**config.mk**
```make
export PLATFORM = sky130hd
export DESIGN_NAME = multi_channel_link_loss_watchdog
export DESIGN_NICKNAME = d
export VERILOG_FILES = /design/src/hdl/mclw_pkg.sv /design/src/hdl/mclw_chan_ram.sv /design/src/hdl/multi_channel_link_loss_watchdog.sv
export SDC_FILE = /design/constraint.sdc
export NUM_CORES = 1
export LEC_CHECK = 0
export ABC_AREA = 1
export BUFFER_PORTS_ARGS = -buffer_cell sky130_fd_sc_hd__buf_2
export CORE_MARGIN = 5
export CORE_UTILIZATION = 63
export DETAILED_ROUTE_END_ITERATION = 6
export PLACE_DENSITY = 0.8
export SYNTH_ARGS = -nofsm -noshare
export SYNTH_HDL_FRONTEND = slang
export SYNTH_SLANG_ARGS = --single-unit
```
**constraint.sdc**
```tcl
create_clock -name i_clk -period 5.33 [get_ports i_clk]
set_input_delay 0.2665 -clock i_clk [delete_from_list [all_inputs] [get_ports i_clk]]
set_output_delay 0.2665 -clock i_clk [all_outputs]
set_load 0.01 [all_outputs]
```
**src/hdl/mclw_pkg.sv**
```systemverilog
// shared types and constants for the multi-channel link loss watchdog
// no dependencies; imported by the channel ram, the top level, the checker and the testbench
`default_nettype none

package mclw_pkg;

    // fixed field widths
    localparam int unsigned TIME_W    = 32;
    localparam int unsigned TMO_W     = 16;
    localparam int unsigned CNT_W     = 10;
    localparam int unsigned PHASE_W   = 5;
    localparam int unsigned FLAGS_W   = 6;
    localparam int unsigned CFG_IDX_W = 3;

    // register file layout
    localparam int unsigned NUM_SLOTS     = 6;
    localparam int unsigned CHANNELS_DEF  = 6;
    localparam logic [CFG_IDX_W-1:0] REG_CONFIRM = 3'd6;

    // reset values and limits
    localparam logic [TMO_W-1:0]   TIMEOUT_RESET = 16'd100;
    localparam logic [CNT_W-1:0]   CONFIRM_RESET = 10'd500;
    localparam logic [CNT_W-1:0]   COUNT_MAX     = 10'd1023;
    localparam logic [PHASE_W-1:0] HEART_HALF    = 5'd10;
    localparam logic [PHASE_W-1:0] HEART_PERIOD  = 5'd20;

    // command codes
    typedef enum logic [1:0] {
        FUNC_TICK = 2'd0,
        FUNC_FEED = 2'd1,
        FUNC_SCAN = 2'd2,
        FUNC_NONE = 2'd3
    } t_func;

    // one channel entry held in the channel ram
    typedef struct packed {
        logic [TIME_W-1:0] stamp;
        logic [CNT_W-1:0]  count;
    } t_chan_entry;

endpackage

`default_nettype wire

```
**src/hdl/mclw_chan_ram.sv**
```systemverilog
// per-channel state ram: feed stamp and over-time count, one read and one write port
// read data registered; entries never written read as zero via valid bits
`default_nettype none

module mclw_chan_ram
    import mclw_pkg::*;
#(
    parameter int unsigned CHANNELS = CHANNELS_DEF,
    parameter int unsigned AW       = (CHANNELS > 1) ? $clog2(CHANNELS) : 1
) (
    input  wire logic        i_clk,
    input  wire logic        i_rst_n,
    input  wire logic        i_rd_en,
    input  wire logic [AW-1:0] i_rd_addr,
    input  wire logic        i_wr_en,
    input  wire logic [AW-1:0] i_wr_addr,
    input  wire t_chan_entry i_wr_data,
    output t_chan_entry      o_rd_data
);

    t_chan_entry         r_mem [CHANNELS];
    logic [CHANNELS-1:0] r_valid;
    t_chan_entry         r_rd_data;
    logic                r_rd_valid;

    // storage array
    always_ff @(posedge i_clk) begin
        if (i_wr_en) begin
            r_mem[i_wr_addr] <= i_wr_data;
        end
        if (i_rd_en) begin
            r_rd_data <= r_mem[i_rd_addr];
        end
    end

    // written-entry bits, cleared by reset
    always_ff @(posedge i_clk) begin
        if (!i_rst_n) begin
            r_valid    <= '0;
            r_rd_valid <= 1'b0;
        end else begin
            if (i_wr_en) begin
                r_valid[i_wr_addr] <= 1'b1;
            end
            if (i_rd_en) begin
                r_rd_valid <= r_valid[i_rd_addr];
            end
        end
    end

    // unwritten entries read as reset value
    assign o_rd_data = r_rd_valid ? r_rd_data : '0;

endmodule

`default_nettype wire

```
**src/hdl/multi_channel_link_loss_watchdog.sv**
```systemverilog
// top level of the link loss watchdog: command sequencer, config registers, heartbeat
// uses mclw_pkg and mclw_chan_ram
//
//  port group   direction  handshake           contents
//  command      in         start / busy        i_func, i_channel
//  result       out        o_valid (strobe)    o_lost_flags, o_led_a, o_led_b
//  config       in         i_cfg_we            i_cfg_index, i_cfg_data
//
// tick, unused codes and feeds past the last channel need no ram access, result strobe next cycle.
// feed reads then writes the channel entry in the ram.
// scan: one ram entry read-modify-written per cycle, the next read overlapping the
// current write, as the ram has a single read and write port pair.
// reset is synchronous, no clearing pass; results cannot be stalled.
`default_nettype none

module multi_channel_link_loss_watchdog
    import mclw_pkg::*;
#(
    parameter int unsigned CHANNELS = CHANNELS_DEF
) (
    input  wire logic                 i_clk,
    input  wire logic                 i_rst_n,
    input  wire logic                 start,
    output logic                      busy,
    input  wire logic [1:0]           i_func,
    input  wire logic [2:0]           i_channel,
    output logic                      o_valid,
    output logic [FLAGS_W-1:0]        o_lost_flags,
    output logic                      o_led_a,
    output logic                      o_led_b,
    input  wire logic                 i_cfg_we,
    input  wire logic [CFG_IDX_W-1:0] i_cfg_index,
    input  wire logic [TMO_W-1:0]     i_cfg_data
);

    localparam int unsigned AW = (CHANNELS > 1) ? $clog2(CHANNELS) : 1;

    typedef enum logic [2:0] {
        S_IDLE = 3'b001,
        S_FEED = 3'b010,
        S_SCAN = 3'b100
    } t_state;

    t_state              r_state, n_state;
    logic [AW-1:0]       r_idx, n_idx;
    logic [TIME_W-1:0]   r_time, n_time;
    logic [CHANNELS-1:0] r_lost, n_lost;
    logic [PHASE_W-1:0]  r_phase, n_phase;
    logic                r_led_a, n_led_a;
    logic                r_led_b, n_led_b;
    logic                r_valid, n_valid;
    logic [TMO_W-1:0]    r_timeout [CHANNELS];
    logic [CNT_W-1:0]    r_confirm;

    logic                accept;
    t_func               func;
    logic                feed_ok;
    logic                last_ch;
    logic                rd_en;
    logic [AW-1:0]       rd_addr;
    logic                wr_en;
    logic [AW-1:0]       wr_addr;
    t_chan_entry         wr_data;
    t_chan_entry         rd_data;

    // scan datapath
    logic                ahead;
    logic [TIME_W-1:0]   stamp_fix;
    logic [TIME_W-1:0]   elapsed;
    logic                over;
    logic [CNT_W-1:0]    cnt_inc;
    logic                confirm_hit;
    logic [PHASE_W-1:0]  phase_inc;

    assign accept  = start && !busy;
    assign func    = t_func'(i_func);
    assign feed_ok = i_channel < 3'(CHANNELS);
    assign last_ch = r_idx == AW'(CHANNELS - 1);

    // channel state ram
    mclw_chan_ram #(
        .CHANNELS (CHANNELS),
        .AW       (AW)
    ) u_chan_ram (
        .i_clk     (i_clk),
        .i_rst_n   (i_rst_n),
        .i_rd_en   (rd_en),
        .i_rd_addr (rd_addr),
        .i_wr_en   (wr_en),
        .i_wr_addr (wr_addr),
        .i_wr_data (wr_data),
        .o_rd_data (rd_data)
    );

    // per-channel check on the entry just read
    assign ahead       = rd_data.stamp > r_time;
    assign stamp_fix   = ahead ? (r_time - 32'd1) : rd_data.stamp;
    assign elapsed     = ahead ? 32'd1 : (r_time - rd_data.stamp);
    assign over        = elapsed > TIME_W'(r_timeout[r_idx]);
    assign cnt_inc     = (rd_data.count < COUNT_MAX) ? (rd_data.count + 10'd1)
                                                     : rd_data.count;
    assign confirm_hit = cnt_inc > r_confirm;
    assign phase_inc   = r_phase + 5'd1;

    // sequencer
    always_comb begin
        n_state = r_state;
        n_idx   = r_idx;
        n_time  = r_time;
        n_lost  = r_lost;
        n_phase = r_phase;
        n_led_a = r_led_a;
        n_led_b = r_led_b;
        n_valid = 1'b0;
        rd_en   = 1'b0;
        rd_addr = r_idx;
        wr_en   = 1'b0;
        wr_addr = r_idx;
        wr_data = rd_data;
        unique case (r_state)
            S_IDLE: begin
                if (accept) begin
                    unique case (func)
                        FUNC_TICK: begin
                            n_time  = r_time + 32'd1;
                            n_valid = 1'b1;
                        end
                        FUNC_FEED: begin
                            if (feed_ok) begin
                                rd_en   = 1'b1;
                                rd_addr = i_channel[AW-1:0];
                                n_idx   = i_channel[AW-1:0];
                                n_state = S_FEED;
                            end else begin
                                n_valid = 1'b1;
                            end
                        end
                        FUNC_SCAN: begin
                            rd_en   = 1'b1;
                            rd_addr = '0;
                            n_idx   = '0;
                            n_state = S_SCAN;
                        end
                        FUNC_NONE: begin
                            n_valid = 1'b1;
                        end
                    endcase
                end
            end
            S_FEED: begin
                // restamp, keep the count
                wr_en         = 1'b1;
                wr_data.stamp = r_time;
                wr_data.count = rd_data.count;
                n_valid       = 1'b1;
                n_state       = S_IDLE;
            end
            S_SCAN: begin
                wr_en         = 1'b1;
                wr_data.stamp = stamp_fix;
                if (over) begin
                    if (confirm_hit) begin
                        wr_data.count = '0;
                        n_lost[r_idx] = 1'b1;
                    end else begin
                        wr_data.count = cnt_inc;
                    end
                end else begin
                    wr_data.count = '0;
                    n_lost[r_idx] = 1'b0;
                end
                if (last_ch) begin
                    // heartbeat after the last channel
                    n_phase = (phase_inc >= HEART_PERIOD) ? '0 : phase_inc;
                    if (n_phase == HEART_HALF) begin
                        n_led_a = 1'b1;
                        n_led_b = 1'b0;
                    end else if (n_phase == '0) begin
                        n_led_a = 1'b0;
                        n_led_b = 1'b1;
                    end
                    n_valid = 1'b1;
                    n_state = S_IDLE;
                end else begin
                    // overlap next read with this write
                    rd_en   = 1'b1;
                    rd_addr = r_idx + AW'(1);
                    n_idx   = r_idx + AW'(1);
                end
            end
            default: begin
                n_state = S_IDLE;
            end
        endcase
    end

    // control and status registers
    always_ff @(posedge i_clk) begin
        if (!i_rst_n) begin
            r_state <= S_IDLE;
            r_idx   <= '0;
            r_time  <= '0;
            r_lost  <= '0;
            r_phase <= '0;
            r_led_a <= 1'b0;
            r_led_b <= 1'b0;
            r_valid <= 1'b0;
        end else begin
            r_state <= n_state;
            r_idx   <= n_idx;
            r_time  <= n_time;
            r_lost  <= n_lost;
            r_phase <= n_phase;
            r_led_a <= n_led_a;
            r_led_b <= n_led_b;
            r_valid <= n_valid;
        end
    end

    // configuration registers
    always_ff @(posedge i_clk) begin
        if (!i_rst_n) begin
            for (int c = 0; c < CHANNELS; c++) begin
                r_timeout[c] <= TIMEOUT_RESET;
            end
            r_confirm <= CONFIRM_RESET;
        end else if (i_cfg_we) begin
            if (i_cfg_index < CFG_IDX_W'(CHANNELS)) begin
                r_timeout[i_cfg_index[AW-1:0]] <= i_cfg_data;
            end else if (i_cfg_index == REG_CONFIRM) begin
                r_confirm <= i_cfg_data[CNT_W-1:0];
            end
        end
    end

    // result beat
    assign busy         = r_state != S_IDLE;
    assign o_valid      = r_valid;
    assign o_lost_flags = FLAGS_W'(r_lost);
    assign o_led_a      = r_led_a;
    assign o_led_b      = r_led_b;

endmodule

`default_nettype wire

```
==> impl_metrics.py, run 1 <==
metrics = {
    "timing": {
        "hold_violations": 0,
        "period_share": 0.919,
        "worst_pin_slew_ps": 1250,
        "setup_viol": 0,
        "fin_setup_tns_ps": 0,
        "fin_skew_ps": 9.75,
        "slew_headroom": 0.166,
        "period_needed_ps": 4900,
        "fmax_mhz": 204,
        "grt_setup_unrepaired": "no",
        "final_max_slew_viol_count": 0,
    },
    "floorplanning": {
        "die_area_um2": 43100,
        "core_um2": 38600,
        "die_w_um": 208,
        "die_h_um": 208,
        "initial_core_util": 0.637,
        "rows": 72,
        "pin_count": 38,
    },
    "detailed_routing": {
        "drc": 1,
        "ant_nets": 0,
        "routed_wl_mm": 66.4,
        "via_per_inst": 6.01,
        "dr.pass1.iters": 7,
        "wl_per_cell_um": 20.2,
        "vias": 19800,
        "drt_iter0_drc": 2395,
    },
    "global_route": {
        "grt_pass1_wl_mm": 103,
        "grt_max_degree": 88,
        "grt_pass1_vias": 18900,
        "grt_use_total": 0.298,
        "overflow": 0,
        "antenna_found_initial": 0,
    },
    "synth": {
        "synthMuxAreaShare": 0,
        "synth_xor_xnor_area_share": 0.0206,
        "syn_area_um2": 24600,
        "synth.cells.most_frequent": "nand2_1, nor2_1, edfxtp_1, inv_1, o21ai_0",
        "ys.warnings.count": 0,
        "synth.distinct_cells": 60,
        "synth_simple_gate_area_frac": 0.195,
        "yosysTopAreaCell": "edfxtp_1",
        "netlist_top_cells_area": "edfxtp_1, nand2_1, nor2_1",
        "synth_edf_count": 422,
        "synth-compound-area-share": 0.112,
        "yosys_most_used_dff": "edfxtp_1",
        "async_flop_share": 0,
        "synth_top_cell_area_share": 0.515,
        "synth.most_common_cell": "nand2_1",
        "synthAdderAreaFrac": 0.0349,
        "synthCells": 2672,
        "yosysSeqAreaShare": 0.571,
        "synth_top_family_by_area": "simple AND/OR/NAND/NOR gates",
        "ys_ff_latch": 491,
        "syn_avg_cell_area_um2": 9.22,
    },
    "clock_tree": {
        "cts_tree": "yes",
        "ctsRootBufferMaster": "clkbuf_16",
        "cts_buffers": 49,
        "clkTransAtPathRegs_ps": 60,
        "clk-insertion-delay-late_ps": 590,
        "cts_sinks": 491,
        "clock_path_buffers": 3,
        "ctsHtreeMaxLevel": 2,
    },
    "job": {
        "maxCapViolCount": 0,
    },
    "cells_and_area": {
        "syn2layout_area_growth_pct": 10.2,
        "layout-drive-gt1-share": 0.0699,
        "regArea_um2": 14100,
        "fillers": 2859,
        "final_core_util": 0.702,
        "fin_nets": 2835,
        "multi_input_area_um2": 9140,
        "diodes": 0,
    },
    "worst_setup_path": {
        "arrival_ps": 5150,
        "crit_fanout": 12,
        "worstSetupPathType": "flip-flop to flip-flop",
        "cp.required_ps": 5580,
        "cp-start-kind": "flip-flop",
        "worst_setup_path_end_kind": "flip-flop",
        "r2r-start": "r_time[0]$_SDFFE_PN0P_",
        "startpoint": "r_time[0]$_SDFFE_PN0P_",
    },
    "status": {
        "status": "finished with violations",
        "violations": "design-rule violations",
    },
    "placement": {
        "place.gp.congestion": 0.954,
        "portBuffers": 37,
        "post-dp-hpwl_mm": 44.1,
    },
    "power": {
        "p_per_area_nw_per_um2": 375,
        "ir_drop_v": 0.000327,
        "p_leak_nw": 10.6,
    },
    "worst_hold_path": {
        "min_from": "i_cfg_data[10]",
        "hold_class": "input port to flip-flop",
    },
}
-- flip-flops by register name, summed over array words and instances, names as in the netlist, named ones only --
register	flops
o_led_a	1
o_led_b	1
o_valid	1
r_confirm	10
r_idx	3
r_phase	5
r_state	3
r_time	32
r_timeout	128
u_chan_ram.r_mem	252
u_chan_ram.r_rd_data	42
u_chan_ram.r_rd_valid	1
u_chan_ram.r_valid	6
-- critical path: stages, from the launching register on --
cell and delay [ps]:
dfxtp_1 350, clkinv_1 230, ha_1 290, inv_1 120, fa_1 290, nand3_1 100
nand3_1 170, nand2_1 70, nand2_1 120, nand3_1 120, nand2_1 100, nand4_1 90
nand2_2 130, clkinvlp_4 230, nor2_1 200, ha_1 180, nand2_1 70, inv_1 60
nand3_1 100, nor2_1 170, nor4b_1 270, a21oi_1 90, or2_2 290, nand3_1 200
inv_2 170, nand3_1 110, o21ai_0 230
-- power by group --
| part | internal, mW | total (mW) | switching (mW) |
|---|---|---|---|
| clock | 1.85 | 3.27 | 1.42 |
| combinational | 0.740 | 2.46 | 1.72 |
| sequential | 4.38 | 4.45 | 0.0685 |
-- placed cells by master (no fill, tap or decap), types with 26 or more instances in the layout --
master       n
xor2_1      39
clkbuf_16   50
o221ai_1    30
edfxtp_1   422
dfxtp_1     69
a21oi_1     97
ha_1        67
a31oi_1     45
nor3_1      38
buf_4       41
conb_1      32
o22ai_1     57
nand4_1     26
o21ai_1     39
inv_1      283
nand3_1    101
nand2_1    540
o21ai_0    150
buf_2       37
nor2_1     424
-- final timing paths --
kind                                             end  slack (ps)  depth (start not counted)
hold / removal        r_timeout[4][10]$_SDFFCE_PN0P_          40                          3
hold reg to reg   u_chan_ram.r_valid[4]$_SDFFE_PN0N_         460                          2
setup reg to reg    u_chan_ram.r_mem[1][6]$_DFFE_PP_         430                         26
setup / recovery    u_chan_ram.r_mem[1][6]$_DFFE_PP_         430                         26
-- metrics by stage --
stage               power (mW)  hold slack, ps  instances  area [µm²]  worst slack (ps)
CTS                       10.1            9.62       3289       27100               286
global route              10.6            58.3       3293       27100              24.6
floorplan                 6.15             397       2703       24700               402
finish                    10.2            39.4       3293       27100               434
global placement          6.84             443       3190       25500               588
detailed placement        6.88             449       3190       25500               337
-- kinds of logic after synthesis --
logic type                 Yosys count
buffers and inverters              410
DFF                                491
and+or+nand+nor                   1172
xor gates and xnor gates            58
other                                1
AOI/OAI and AO/OA                  472
adders and majority gates           68
-- repair_timing --
action | in CTS | in global routing
hold buffers | 12 | 0
endpoints found under the hold margin | 12 | 0
resized for setup | 0 | 1
buffers inserted | 0 | 4
endpoints found under the setup margin | 0 | 54
-- cell type report --
type / count / share of cell area
flip-flops and latches: 491 / 0.518
well taps: 518 / 0.0239
repair buffers: 92 / 0.0241
clock buffers: 65 / 0.0489
clock inverters: 22 / 0.00650
inverters: 303 / 0.0422
multi-input cells: 1802 / 0.337
-- metal layers --
metal | global-route usage | share of wire | vias up
met1 | 0.397 | 0.40 | 9366
met2 | 0.502 | 0.48 | 1024
met3 | 0.0379 | 0.080 | 166
met4 | 0.121 | 0.042 | 0
met5 | 0 | 0 | -
li1 | - | - | 9229
Power figures use the tool's default switching activity.
==> run 2, diff against run 1 <==
Settings changed: ABC_AREA 1 to default, SYNTH_HIERARCHICAL from default to 1.
==> impl_metrics.py, run 2 <==
metrics = {
    "status": {
        "status": "finished with violations",
        "violations": "negative setup slack",
    },
    "detailed_routing": {
        "routed_wl_mm": 60.5,
        "ant_nets": 0,
        "drt_iter0_drc": 1645,
        "via_per_inst": 6.29,
        "wl_per_cell_um": 22.4,
        "drc": 0,
        "vias": 17000,
        "dr.pass1.iters": 6,
    },
    "power": {
        "p_leak_nw": 10.3,
        "ir_drop_v": 0.000296,
        "p_per_area_nw_per_um2": 331,
    },
    "synth": {
        "synth.most_common_cell": "edfxtp_1",
        "synthCells": 1953,
        "synth_edf_count": 422,
        "yosys_most_used_dff": "edfxtp_1",
        "synth.cells.most_frequent": "edfxtp_1, nor2_1, nand2_1, a21oi_1, o21ai_0",
        "yosysTopAreaCell": "edfxtp_1",
        "async_flop_share": 0,
        "synth_top_cell_area_share": 0.529,
        "ys.warnings.count": 6,
        "ys_ff_latch": 491,
        "syn_area_um2": 23900,
        "yosysSeqAreaShare": 0.587,
        "synth.distinct_cells": 85,
        "syn_avg_cell_area_um2": 12.3,
        "netlist_top_cells_area": "edfxtp_1, mux4_2, dfxtp_1",
    },
    "floorplanning": {
        "pin_count": 38,
        "initial_core_util": 0.637,
        "die_h_um": 205,
        "core_um2": 37600,
        "rows": 71,
        "die_area_um2": 42000,
        "die_w_um": 205,
    },
    "timing": {
        "hold_violations": 0,
        "fmax_mhz": 176,
        "fin_skew_ps": 22.7,
        "worst_pin_slew_ps": 1430,
        "period_share": 1.07,
        "layout_setup_ws_ps": -360,
        "final_max_slew_viol_count": 0,
        "holdWs_ps": 115,
        "grt_setup_unrepaired": "yes",
        "slew_headroom": 0.0333,
        "setup_viol": 66,
        "period_needed_ps": 5690,
    },
    "cells_and_area": {
        "regMostFlops": "u_chan_ram/r_mem",
        "syn2layout_area_growth_pct": 17.5,
        "layout-drive-gt1-share": 0.208,
        "final_cell_mix": "edfxtp_1, nor2_1, nand2_1",
        "fin_nets": 2251,
        "final_common_cell": "edfxtp_1",
        "fillers": 2350,
        "largest_registers": "u_chan_ram/r_mem x252, r_timeout x128, u_chan_ram/r_rd_data x42",
        "largest_reg_flops": 252,
    },
    "worst_setup_path": {
        "setup.worst_path.end": "u_chan_ram/r_mem[1][0]$_DFFE_PP_",
        "worst_setup_path_end_kind": "flip-flop",
        "r2r-start": "u_chan_ram/r_rd_valid$_SDFFE_PN0P_",
        "crit_fanout": 6,
        "rrSetupSlack_ps": -360,
        "reg2regPathDepth": 23,
        "worstSetupPathType": "flip-flop to flip-flop",
        "startpoint": "u_chan_ram/r_rd_valid$_SDFFE_PN0P_",
        "cp-start-kind": "flip-flop",
        "worst_r2r_endpoint": "u_chan_ram/r_mem[1][0]$_DFFE_PP_",
        "cp.required_ps": 5650,
        "arrival_ps": 6010,
    },
    "clock_tree": {
        "cts_sinks": 491,
        "cts_tree": "yes",
        "clkTransAtPathRegs_ps": 60,
        "clock_path_buffers": 3,
        "ctsRootBufferMaster": "clkbuf_16",
        "cts_buffers": 49,
        "clk-insertion-delay-late_ps": 590,
        "ctsHtreeMaxLevel": 2,
    },
    "global_route": {
        "grt_max_degree": 76,
        "overflow": 0,
        "grt_pass1_wl_mm": 94.3,
        "grt_use_total": 0.290,
        "grt_pass1_vias": 17400,
        "antenna_found_initial": 1,
    },
    "placement": {
        "portBuffers": 37,
        "pre_cts_slack_ps": -452,
        "post-dp-hpwl_mm": 39.0,
        "place.gp.congestion": 0.936,
    },
    "worst_hold_path": {
        "hold_class": "input port to flip-flop",
    },
    "job": {
        "maxCapViolCount": 0,
    },
}
run 2: cell count changes after synthesis, moves of 27 or more:
cell	change
o21ai_1	-37
a31oi_1	-34
nor2_1	-222
mux4_2	+64
mux2i_1	+62
inv_1	-210
o21ai_0	-72
and2_1	+76
xor2_1	-27
o221ai_1	-28
nand3_1	-67
o22ai_1	-52
nand2_1	-354
run 2: cell families (layout without fill, tap and decap cells):
group | after synthesis | count (layout) | synth area share
flops | 491 | 491 | 0.587
mux | 130 | 130 | 0.0880
other cells | 1 | 33 | 0.000157
buf+inv | 181 | 392 | 0.0339
xor+xnor | 53 | 53 | 0.0194
simple gates | 675 | 675 | 0.135
compound gates | 354 | 354 | 0.101
fa+ha+maj | 68 | 68 | 0.0359
run 2: stage by stage:
stage	utilization	std cells	total power, mW	instance area [µm²]	TNS [ps]
after floorplan	-	1984	5.27	24200	-16590
after CTS	0.741	2698	9.25	27800	-14610
after detailed placement	0.687	2588	5.69	25800	-26990
final	0.749	2707	9.32	28100	-19480
after global routing	0.749	2707	9.67	28100	-29820
after global placement	0.687	2588	5.65	25800	-12210
run 2: cell type report:
type                       instances  area (µm²)  area share
clock inverter                    26         319      0.0113
antenna                            1        2.50   0.0000890
sequential                       491       14100       0.500
clock buffer                      65        1330      0.0472
timing repair buffer             224        1720      0.0613
tap                              511         639      0.0227
inverter                          77         289      0.0103
multi-input combinational       1312        9770       0.347
run 2: what timing repair did:
action | CTS | global route
setup endpoints to repair | 66 | 66
pin swaps | 17 | 13
resized for setup | 34 | 40
hold endpoints to repair | 11 | 0
setup buffers | 7 | 8
gates cloned | 1 | 1
hold buffers | 11 | 0
run 2: worst min-delay path by stage:
stage | startpoint | end | slack, ps | cells past startpoint
after global placement | u_chan_ram/r_valid[5]$_SDFFE_PN0P_ | u_chan_ram/r_valid[5]$_SDFFE_PN0P_ | 440 | 1
after detailed placement | u_chan_ram/r_valid[5]$_SDFFE_PN0P_ | u_chan_ram/r_valid[5]$_SDFFE_PN0P_ | 450 | 1
final | i_cfg_data[13] | r_timeout[6][13]$_DFFE_PP_ | 120 | 3
after CTS | i_cfg_data[13] | r_timeout[6][13]$_DFFE_PP_ | 90 | 3
after global routing | i_cfg_data[14] | r_timeout[2][14]$_SDFFCE_PN0P_ | 140 | 3
after floorplan | i_rst_n | u_chan_ram/r_valid[0]$_SDFFE_PN0P_ | 380 | 1
run 2: routing by layer:
| metal | vias up | track usage | wire (µm) |
|---|---|---|---|
| met1 | 8349 | 0.359 | 22100 |
| met3 | 187 | 0.0429 | 4480 |
| met5 | - | 0 | 0 |
| li1 | 7666 | - | - |
| met2 | 824 | 0.508 | 31100 |
| met4 | 0 | 0.127 | 2850 |
run 2: power breakdown:
part           total [mW]  leakage [nW]  internal (mW)  switching [mW]
Clock                3.52         0.798           2.06            1.46
Sequential           4.34          4.54           4.30          0.0463
Combinational        1.46          4.97          0.627           0.830
Total                9.32          10.3           6.98            2.34
run 2: critical path, stage by stage (launching register included):
cell,delay (ps)
dfxtp_4,400
buf_12,130
clkbuf_16,140
and2_4,160
inv_1,40
ha_1,330
nand4_1,130
nor3_1,70
a2111o_1,410
o41a_1,440
a31oi_4,260
buf_6,170
nor2b_2,40
ha_1,290
nor2b_1,150
o211ai_1,200
a211oi_2,110
o31a_1,310
o21ai_2,180
o2111ai_1,130
or4_1,490
or3_4,450
a31oi_4,220
o22ai_4,130
==> run 3, diff against run 2 <==
Settings changed: CORE_UTILIZATION 63 to 40, PLACE_DENSITY 0.8 to default, SYNTH_HIERARCHICAL 1 to default.
==> impl_metrics.py, run 3 <==
metrics = {
    "status": {
        "status": "finished with violations",
        "violations": "negative setup slack",
    },
    "cells_and_area": {
        "largest_reg_flops": 252,
        "final_common_cell": "edfxtp_1",
        "post-route-cell-area_um2": 28900,
        "multi_input_area_um2": 9750,
        "syn2layout_area_growth_pct": 20.6,
        "fillers": 5306,
        "layout-drive-gt1-share": 0.172,
        "regMostFlops": "u_chan_ram.r_mem",
        "final_core_util": 0.488,
        "regArea_um2": 14100,
        "largest_registers": "u_chan_ram.r_mem x252, r_timeout x128, u_chan_ram.r_rd_data x42",
        "diodes": 0,
        "fin_nets": 2513,
        "final_cell_mix": "edfxtp_1, nand2_1, nor2_1",
    },
    "worst_setup_path": {
        "worstSetupPathType": "flip-flop to flip-flop",
        "startpoint": "u_chan_ram.r_rd_valid$_SDFFE_PN0P_",
        "r2r-start": "u_chan_ram.r_rd_valid$_SDFFE_PN0P_",
        "worst_r2r_endpoint": "u_chan_ram.r_mem[1][3]$_DFFE_PP_",
        "worst_setup_path_end_kind": "flip-flop",
        "cp-start-kind": "flip-flop",
        "crit_fanout": 8,
        "reg2regPathDepth": 24,
        "setup.worst_path.end": "u_chan_ram.r_mem[1][3]$_DFFE_PP_",
        "cp.required_ps": 5660,
        "rrSetupSlack_ps": -350,
        "arrival_ps": 6010,
    },
    "detailed_routing": {
        "drc": 0,
        "vias": 18100,
        "wl_per_cell_um": 20.3,
        "drt_iter0_drc": 1261,
        "dr.pass1.iters": 7,
        "routed_wl_mm": 65.7,
        "via_per_inst": 5.60,
        "ant_nets": 0,
    },
    "synth": {
        "synth.distinct_cells": 71,
        "yosysTopAreaCell": "edfxtp_1",
        "synth_xor_xnor_area_share": 0.0194,
        "synth_top_cell_area_share": 0.529,
        "syn_area_um2": 23900,
        "ys_ff_latch": 491,
        "synth_simple_gate_area_frac": 0.153,
        "netlist_top_cells_area": "edfxtp_1, dfxtp_1, nand2_1",
        "synth.most_common_cell": "edfxtp_1",
        "synth.cells.most_frequent": "edfxtp_1, nand2_1, nor2_1, a21oi_1, clkbuf_1",
        "syn_avg_cell_area_um2": 10.9,
        "synthCells": 2188,
        "ys.warnings.count": 0,
        "synth_edf_count": 422,
        "yosysSeqAreaShare": 0.587,
        "synthMuxAreaShare": 0.0355,
        "yosys_most_used_dff": "edfxtp_1",
        "synthAdderAreaFrac": 0.0358,
        "async_flop_share": 0,
        "synth_top_family_by_area": "simple AND/OR/NAND/NOR gates",
        "synth-compound-area-share": 0.140,
    },
    "timing": {
        "layout_setup_ws_ps": -349,
        "period_needed_ps": 5680,
        "fin_setup_tns_ps": -19740,
        "final_max_slew_viol_count": 0,
        "fin_skew_ps": 48.7,
        "worst_pin_slew_ps": 1260,
        "hold_violations": 0,
        "slew_headroom": 0.160,
        "setup_viol": 66,
        "grt_setup_unrepaired": "yes",
        "holdWs_ps": 116,
        "fmax_mhz": 176,
        "period_share": 1.07,
    },
    "floorplanning": {
        "pin_count": 38,
        "die_area_um2": 64800,
        "rows": 89,
        "die_h_um": 255,
        "die_w_um": 255,
        "initial_core_util": 0.405,
        "core_um2": 59100,
    },
    "global_route": {
        "grt_max_degree": 131,
        "antenna_found_initial": 0,
        "grt_use_total": 0.198,
        "overflow": 0,
        "grt_pass1_wl_mm": 102,
        "grt_pass1_vias": 18000,
    },
    "power": {
        "ir_drop_v": 0.000250,
        "p_leak_nw": 10.6,
        "p_per_area_nw_per_um2": 334,
    },
    "placement": {
        "place.gp.congestion": 0.901,
        "post-dp-hpwl_mm": 43.1,
        "portBuffers": 37,
        "place_area_um2": 26500,
    },
    "clock_tree": {
        "cts_buffers": 51,
        "clock_path_buffers": 3,
        "ctsHtreeMaxLevel": 2,
        "clk-insertion-delay-late_ps": 620,
        "cts_tree": "yes",
        "ctsRootBufferMaster": "clkbuf_16",
        "clkTransAtPathRegs_ps": 60,
        "cts_sinks": 491,
    },
    "job": {
        "maxCapViolCount": 0,
    },
    "worst_hold_path": {
        "hold_class": "input port to flip-flop",
    },
}
run 3: how the worst min path moves through the flow:
stage	from	endpoint	slack, ps	cells after the start
2_1_floorplan	i_cfg_data[2]	r_confirm[2]$_SDFFE_PN1P_	410	2
3_3_place_gp	o_led_b$_SDFFE_PN0P_	o_led_b$_SDFFE_PN0P_	430	2
3_5_place_dp	o_led_b$_SDFFE_PN0P_	o_led_b$_SDFFE_PN0P_	430	2
4_1_cts	i_cfg_index[2]	r_timeout[1][2]$_SDFFCE_PN1P_	70	3
5_1_grt	i_cfg_index[2]	r_timeout[1][2]$_SDFFCE_PN1P_	130	3
6_report	i_cfg_index[2]	r_timeout[1][2]$_SDFFCE_PN1P_	120	3
run 3: layout make-up:
type                       count  area share
clock buffer                  65      0.0478
clock inverter                30      0.0142
inverter                      53     0.00689
multi-input combinational   1548       0.338
sequential                   491       0.487
tap                          773      0.0335
timing repair buffer         272      0.0730
run 3: timing repair:
item	CTS	global route
hold buffers	17	0
pin swaps	17	13
gates cloned	2	0
gates resized for setup	19	23
endpoints found under the hold margin	31	0
buffers inserted	10	3
endpoints found under the setup margin	66	66
run 3: cell families (layout without fill, tap and decap cells):
group / count (synthesis) / in the layout
simple gates: 798 / 798
mux: 68 / 68
buf+inv: 181 / 420
fa+ha+maj: 68 / 68
compound gates: 528 / 529
other cells: 1 / 32
flops: 491 / 491
xor+xnor: 53 / 53
run 3: where the power goes:
group / total (mW) / internal, mW / switching [mW]
registers: 4.34 / 4.30 / 0.0442
clock network: 3.75 / 2.23 / 1.52
logic: 1.55 / 0.639 / 0.914
total: 9.65 / 7.17 / 2.48
run 3: metrics by stage:
stage	instances	total power [mW]	worst slack, ps
6_report	3232	9.65	-349
4_1_cts	3229	9.66	-446
5_1_grt	3232	10.0	-559
2_1_floorplan	2219	5.35	-377
3_5_place_dp	3105	5.81	-651
3_3_place_gp	3105	5.79	-438
run 3: worst max-delay path, stage by stage, from the launching register on:
cell and delay, ps:
dfxtp_4 380, and2_4 160, ha_4 120, inv_2 30, fa_2 370, a211oi_4 290, nor3_4 70, o211ai_1 200
o211ai_1 110, buf_4 160, a221oi_2 200, buf_4 180, o21ba_4 200, nor2_1 70, ha_1 330, nand4_1 130
nor3_2 70, a21boi_1 130, o41a_1 410, or4_4 480, or4b_4 500, nor4_4 240, a21oi_4 190, a21oi_2 230
o22ai_4 120
run 3: layer usage:
metal  GRT usage  share of wire  up-vias
met1       0.261           0.43     8897
met5           0              0        -
met4      0.0575          0.028        0
li1            -              -     8540
met3      0.0245          0.051      127
met2       0.348           0.49      539
